## src/rectangle_raster_framebuffer_assert.svh

```systemverilog
// assertion macros used by the rectangle raster framebuffer rtl
`ifndef RECTANGLE_RASTER_FRAMEBUFFER_ASSERT_SVH
`define RECTANGLE_RASTER_FRAMEBUFFER_ASSERT_SVH
`ifndef SYNTH
// property must hold at every clock edge outside reset
`define RRF_ASSERT(lbl, clk, rst_n, prop) \
  lbl: assert property (@(posedge clk) disable iff (!rst_n) (prop)) \
    else $error("rrf assertion failed");
// condition must never be seen outside reset
`define RRF_ASSERT_NEVER(lbl, clk, rst_n, cond) \
  `RRF_ASSERT(lbl, clk, rst_n, !(cond))
`else
`define RRF_ASSERT(lbl, clk, rst_n, prop)
`define RRF_ASSERT_NEVER(lbl, clk, rst_n, cond)
`endif
`endif

```

## src/rrf_pkg.sv

```systemverilog
package rrf_pkg;

  localparam int MAX_COLS  = 256;
  localparam int MAX_ROWS  = 256;
  localparam int FRAC_BITS = 8;

  localparam int COORD_W = 20;
  localparam int CHAR_W  = 8;
  localparam int RD_W    = 8;
  localparam int CFG_W   = 9;

  localparam int COL_W  = (MAX_COLS > 1) ? $clog2(MAX_COLS) : 1;
  localparam int ROW_W  = (MAX_ROWS > 1) ? $clog2(MAX_ROWS) : 1;
  localparam int CNTC_W = $clog2(MAX_COLS + 1);
  localparam int CNTR_W = $clog2(MAX_ROWS + 1);
  localparam int DEPTH  = MAX_COLS * MAX_ROWS;
  localparam int ADDR_W = (DEPTH > 1) ? $clog2(DEPTH) : 1;

  // pixel positions scaled to fixed point, plus sign
  localparam int PIX_W  = ((COL_W > ROW_W) ? COL_W : ROW_W) + FRAC_BITS + 1;
  localparam int CALC_W = ((PIX_W > COORD_W + 1) ? PIX_W : COORD_W + 1) + 1;

  typedef enum logic [1:0] {
    CMD_CLEAR = 2'd0,
    CMD_DRAW  = 2'd1,
    CMD_READ  = 2'd2
  } cmd_e;

  typedef enum logic [1:0] {
    ST_OK      = 2'd0,
    ST_REJECT  = 2'd1,
    ST_OUTSIDE = 2'd2
  } status_e;

  typedef enum logic [1:0] {
    CFG_CANVAS_WIDTH  = 2'd0,
    CFG_CANVAS_HEIGHT = 2'd1,
    CFG_BACKGROUND    = 2'd2
  } cfg_idx_e;

  typedef enum logic [1:0] {
    FSM_IDLE,
    FSM_SWEEP,
    FSM_FINISH
  } fsm_state_e;

  typedef struct packed {
    logic [1:0]                cmd;
    logic signed [COORD_W-1:0] rect_left;
    logic signed [COORD_W-1:0] rect_top;
    logic signed [COORD_W-1:0] rect_span_x;
    logic signed [COORD_W-1:0] rect_span_y;
    logic                      filled;
    logic [CHAR_W-1:0]         paint_char;
    logic [RD_W-1:0]           read_col;
    logic [RD_W-1:0]           read_row;
  } item_t;

  typedef struct packed {
    logic [1:0]        status;
    logic [CHAR_W-1:0] pixel_value;
  } result_t;

  typedef struct packed {
    logic load;
    logic sweep;
    logic out_load;
  } dp_cmd_t;

  typedef struct packed {
    logic needs_sweep;
    logic sweep_last;
  } dp_status_t;

endpackage

```

## src/rrf_ctrl.sv

```systemverilog
`include "rectangle_raster_framebuffer_assert.svh"

module rrf_ctrl (
  input  logic                clk_i,
  input  logic                rst_ni,
  input  logic                in_valid_i,
  output logic                in_ready_o,
  output logic                out_valid_o,
  input  logic                out_ready_i,
  input  rrf_pkg::dp_status_t dp_status_i,
  output rrf_pkg::dp_cmd_t    dp_cmd_o
);
  import rrf_pkg::*;

  fsm_state_e state_q, state_d;
  logic       out_valid_q, out_valid_d;
  logic       accept;
  logic       slot_free;

  assign accept    = in_valid_i && in_ready_o;
  // the output register can take a new result when empty or being drained
  assign slot_free = !out_valid_q || out_ready_i;

  always_comb begin
    state_d = state_q;
    unique case (state_q)
      FSM_IDLE: begin
        if (accept) begin
          state_d = dp_status_i.needs_sweep ? FSM_SWEEP : FSM_FINISH;
        end
      end
      FSM_SWEEP: begin
        if (dp_status_i.sweep_last) begin
          state_d = FSM_FINISH;
        end
      end
      FSM_FINISH: begin
        if (slot_free) begin
          state_d = FSM_IDLE;
        end
      end
      default: state_d = FSM_IDLE;
    endcase
  end

  always_comb begin
    in_ready_o        = 1'b0;
    dp_cmd_o.load     = 1'b0;
    dp_cmd_o.sweep    = 1'b0;
    dp_cmd_o.out_load = 1'b0;
    unique case (state_q)
      FSM_IDLE: begin
        in_ready_o    = 1'b1;
        dp_cmd_o.load = in_valid_i;
      end
      FSM_SWEEP: begin
        dp_cmd_o.sweep = 1'b1;
      end
      FSM_FINISH: begin
        dp_cmd_o.out_load = slot_free;
      end
      default: begin
        in_ready_o = 1'b0;
      end
    endcase
  end

  always_comb begin
    out_valid_d = out_valid_q;
    if (dp_cmd_o.out_load) begin
      out_valid_d = 1'b1;
    end else if (out_ready_i) begin
      out_valid_d = 1'b0;
    end
  end

  always_ff @(posedge clk_i or negedge rst_ni) begin
    if (!rst_ni) begin
      state_q     <= FSM_IDLE;
      out_valid_q <= 1'b0;
    end else begin
      state_q     <= state_d;
      out_valid_q <= out_valid_d;
    end
  end

  assign out_valid_o = out_valid_q;

  `RRF_ASSERT(a_accept_leaves_idle, clk_i, rst_ni, accept |=> !in_ready_o)
  `RRF_ASSERT(a_load_needs_slot, clk_i, rst_ni, dp_cmd_o.out_load |-> slot_free)
  `RRF_ASSERT(a_load_sets_valid, clk_i, rst_ni, dp_cmd_o.out_load |=> out_valid_o)
  `RRF_ASSERT(a_sweep_runs_to_end, clk_i, rst_ni,
    (dp_cmd_o.sweep && !dp_status_i.sweep_last) |=> dp_cmd_o.sweep)
  `RRF_ASSERT_NEVER(a_sweep_while_ready, clk_i, rst_ni, dp_cmd_o.sweep && in_ready_o)
endmodule

```

## config.mk

```make
export PLATFORM = sky130hd
export DESIGN_NAME = rrf_ctrl
export DESIGN_NICKNAME = d
export VERILOG_FILES = /design/src/rrf_pkg.sv /design/src/rrf_ctrl.sv
export VERILOG_INCLUDE_DIRS = /design/src /design/src/src
export SDC_FILE = /design/constraint.sdc
export NUM_CORES = 1
export LEC_CHECK = 0
export ABC_AREA = 1
export BUFFER_PORTS_ARGS = -buffer_cell sky130_fd_sc_hd__buf_2
export CORE_AREA = 2 2 39 41
export DETAILED_ROUTE_END_ITERATION = 7
export DIE_AREA = 0 0 41 43
export HOLD_SLACK_MARGIN = 0.06
export PLACE_DENSITY = 0.37
export SLEW_MARGIN = 10
export SYNTH_ARGS = -nofsm -noshare
export SYNTH_HDL_FRONTEND = slang
export SYNTH_SLANG_ARGS = --single-unit
```

## constraint.sdc

```tcl
create_clock -name clk_i -period 1.06 [get_ports clk_i]
set_clock_uncertainty 0.1 [all_clocks]
set_input_delay 0.106 -clock clk_i [delete_from_list [all_inputs] [get_ports clk_i]]
set_output_delay 0.106 -clock clk_i [all_outputs]
set_load 0.005 [all_outputs]
```

## After elaboration in Yosys (flattened, before gate mapping)

Cells that the tools add are included.

| word-level totals | value |
|---|---|
| flip-flop bits (word level) | 3 |
| output and inout port bits | 5 |
| word-level logic and storage cells | 24 |

| operators by class | value |
|---|---|
| equal/unequal tests | 5 |
| multiplexer cells | 11 |
| reduce and logical (&&, ||, !) cells | 6 |

Operator list:

| kind | count |
|---|---|
| 2-bit 2-to-1 mux | 4 |
| 1-bit 2-to-1 mux | 6 |
| 2-bit != test, second input constant | 3 |
| 2-bit case mux with 3 select lines | 1 |
| 3-bit AND reduction | 1 |
| 2-bit by 1-bit equality test with 1-bit output, second input constant | 1 |
| 2-bit equality test, second input constant | 1 |
| 2-bit zero test | 1 |
| 2-bit nonzero test | 1 |
| 1-bit logical AND | 1 |
| 1-bit zero test | 1 |
| 1-bit logical OR | 1 |

## Logic depth before layout (Yosys ltp)

| logic depth | value |
|---|---|
| depth in word-level cells | 5 |
| gate-level depth with buffers | 6 |
| gate-level depth less buffers | 6 |

## Least setup slack after synthesis

Ideal clock, no wire load.

| timing path | value |
|---|---|
| kind | reg2reg |
| from | register state_q[1] |
| to | register state_q[0] |
| data arrival time | 0.801 ns |
| data required time | 0.844 ns |
| path slack | 0.042 ns |
| cell stages (with the launch flop) | 7 |
| clock period less this slack | 1.018 ns |
| path through | dfrtp_1 > nor2_2 > nand2_1 > nand2_1 > nor2_1 > nand2_1 > nand2_1 |

| between the ends | value |
|---|---|
| word-level cells in the longest chain between the ends | 5 |
| elaborated cells on any way between the ends | 10 |
| those cells by class | 5 x eq/ne; 2 x mux; 3 x reduce/logical |

RTL lines:

| element | RTL line | RTL |
|---|---|---|
| start: declaration | rrf_ctrl.sv:15 | `fsm_state_e state_q, state_d;` |
| start signal: assignment | rrf_ctrl.sv:82 | `state_q <= state_d;` |
| 2-bit zero test | rrf_ctrl.sv:51 | `unique case (state_q)` |
| 1-bit 2-to-1 mux | rrf_ctrl.sv:51 |  |
| via in_ready_o | rrf_ctrl.sv:7 | `output logic in_ready_o,` |
| 1-bit logical AND | rrf_ctrl.sv:20 | `assign accept = in_valid_i && in_ready_o;` |
| 2-bit != test (no source line) | n/a |  |
| 3-bit AND reduction (no source line) | n/a |  |

The timed path passes the listed nets, and every way through them passes these cells.
A chain may end at the register's enable or synchronous reset.

==> metrics.md <==
| Metric | Value |
|---|---|
| Drt first pass iters | 1 |
| Worst hold margin | ~0.088 ns |
| CORE AREA | around 1400 um2 |
| CTS clk-pin slew, worst paths | 0.03 ns |
| Placed insts | 53 |
| Failing checks | negative setup slack |
| Leak pwr | ~0.19 nW |
| First-pass GRT wire length | approximately 590 um |
| WP data arrival | between 1 and 1.5 ns |
| Syn_nets | 35 |
| Crit path capture type | output port |
| Ant. Diodes | 0 |
| Minimum clock period | 1.24 ns |
| Peak supply drop | 0.000474 V |
| CTS Buf Count | 3 |
| Non-filler cells, final | just over 60 |
| Area delta synth->final | 77.4% |
| Post-route ant nets | 0 |
| Mapped Cells | 29 |
| Worst path top cell family by delay | flip-flops |
| Clock Sinks | 3 |
| Detailed-route via count | 216 |
| Post-synth EDFFs | 0 |
| Post-DP HPWL | about 330 um |
| Syn Area/Cell | slightly below 7 um2 |
| DP Area | roughly 250 um2 |
| Design area | 353 um2 |
| CTS tree | built |
| Initial core utilization | between 10% and 20% |
| Share of layout cells above drive strength 1 | about three fifths |
| Residual DRC | 0 |
| Largest net degree at the start of global routing | 5 |
| DR iter-0 viols | 0 |
| Crit Path Max Fanout | 3 |
| Synth unique cells | 13 |
| CP required | between 0.8 and 0.9 ns |
| Mapped Area | between 150 and 200 um2 |
| #FFs+latches synth | 3 |
| Final Worst Setup Slack | -0.179 ns |
| Row Count | 14 |
| Power Total | between 1 and 1.5 mW |
| Critical path class | flop to output port |
| Die ar. | between 1500 and 2000 um2 |
| Share of the synthesized area in the top cell type | approximately 38% |
| Maximum operating frequency | between 0.8 and 0.9 GHz |
| Final #Nets | 52 |
| Port Buffer Count | 10 |
| Die height | 43 um |
| Hold Fails Final Rpt | 0 |
| Die width | 41 um |
| Setup crit start kind | flop |
| Post-synth ARST share | 100% |
| Sequential share of the synthesized area | a little under two fifths |
| Relative slew margins | roughly nine tenths |
| Setup TNS | -0.555 ns |
| H-tree levels | 1 |
| Vias in the first global route | about 180 |
| Max-cap viol count | 0 |
| Slew Limit Fails | 0 |
| CP bufs+invs | 2 |
| Ports | 11 |
| Via/cell ratio | approximately 3.5 |
| Post-Place Setup Slack | -0.0150 ns |
| Synth top area cells | dfrtp_1, nand2_1, inv_1 |
| Drt wl/cell | around 8 um |
| Final WL | 480 um |
| GRT Resource Usage Total | 5.44% |
| Slew @ Worst Pin | between 0.15 and 0.2 ns |
| Slowest-stage cell, CP | dfrtp_2 |
| Synth warn | 0 |
| Gpl congestion | 0.535 |
| Count leader, synth | nand2_1 |
| Synth area leader | dfrtp_1 |
| Final worst-path cycle share | 117% |
| Power per Cell Area | between 2000 and 3000 nW/um2 |
| Final Core Density | between 20 and 30% |
| Clock buffer depth | 2 |
| CP max stage delay | approximately 0.43 ns |
| Status | complete, but fails checks |
| Root Buffer | clkbuf_4 |
| Crit-path cells | nor2_4 -> inv_2 -> nor2_1 -> buf_2 |
| Setup Viol. Count Final | 5 |
| Most common flop cell mapped by yosys | dfrtp_1 |
| Worst skew pair latency | approximately 0.23 ns |
| Hold WC Path Type | input pin to flop |
| GR Overflow Total | 0 |
| Commonest cells post-synth | nand2_1, inv_1, nor2_1 |
| Initial antenna violation count | 0 |
| RSZ-0062 raised after global routing | yes |
-- cell usage in the layout, fill, tap and decap left out --
cell type / netlist / routed
nand3_2: 1 / 1
nor2_4: 0 / 2
clkinv_1: 1 / 1
dfrtp_1: 3 / 1
buf_2: 0 / 9
o21ai_2: 0 / 1
dfrtp_2: 0 / 2
clkbuf_1: 0 / 1
nor2_2: 2 / 1
a21oi_2: 0 / 1
nand2_1: 6 / 6
inv_1: 5 / 4
inv_2: 1 / 2
nand2_2: 1 / 1
clkbuf_4: 0 / 3
buf_6: 0 / 4
nor2_1: 4 / 3
dlygate4sd3_1: 0 / 1
o22ai_1: 1 / 1
-- final timing paths --
check | cells after the start | slack (ns) | endpoint | start
worst max-delay path | 4 | -0.18 | dp_cmd_o[2] | state_q[0]
worst min-delay path | 4 | 0.09 | state_q[0] | dp_status_i[0]
worst max register to register | 6 | -0.05 | state_q[0] | state_q[0]
worst min register to register | 2 | 0.49 | out_valid_o | out_valid_o
max in group asynchronous | 2 | 0.63 | state_q[1] | rst_ni
min in group asynchronous | 2 | 0.11 | out_valid_o | rst_ni
-- sequential cells by signal (all words and copies together) (netlist names) --
| signal | cells |
|---|---|
| out_valid_o | 1 |
| state_q | 2 |
-- cell type report --
class,count,area (um2)
inverter,7,26.3
fill,165,1030
tap,16,20.0
sequential,3,77.6
timing repair buffer,14,100
clock buffer,4,26.3
multi-input combinational,17,103
-- what timing repair did --
action                                  CTS  global route
endpoints found under the setup margin    5             6
resized for setup                         1            12
hold buffers                              1             0
setup buffers                             2             1
hold endpoints to repair                  3             0
pin swaps                                 1             6
-- logic make-up after synthesis --
family	synth area share, %
and+or+nand+nor	33.3
buffers and inverters	20.7
DFF	37.7
AOI/OAI and AO/OA	8.17
-- per-layer routing --
layer	GRT usage [%]	share of wire, %
met5	0	0
met4	4.00	0
met3	4.71	8.5
met2	7.50	54
met1	4.87	37
-- worst register-to-register path, cell delays in order, from the launching register on --
cell,delay [ns]
dfrtp_2,0.43
nor2_4,0.15
inv_2,0.05
buf_6,0.11
nor2_4,0.09
nand2_1,0.05
nand2_1,0.06
-- power by group --
part           internal [mW]  total [mW]  switching (mW)
logic                  0.337       0.613           0.276
clock network          0.140       0.192          0.0510
registers              0.178       0.253          0.0752
total                  0.655        1.06           0.402
Note: power is estimated with default switching activity, not from simulation.
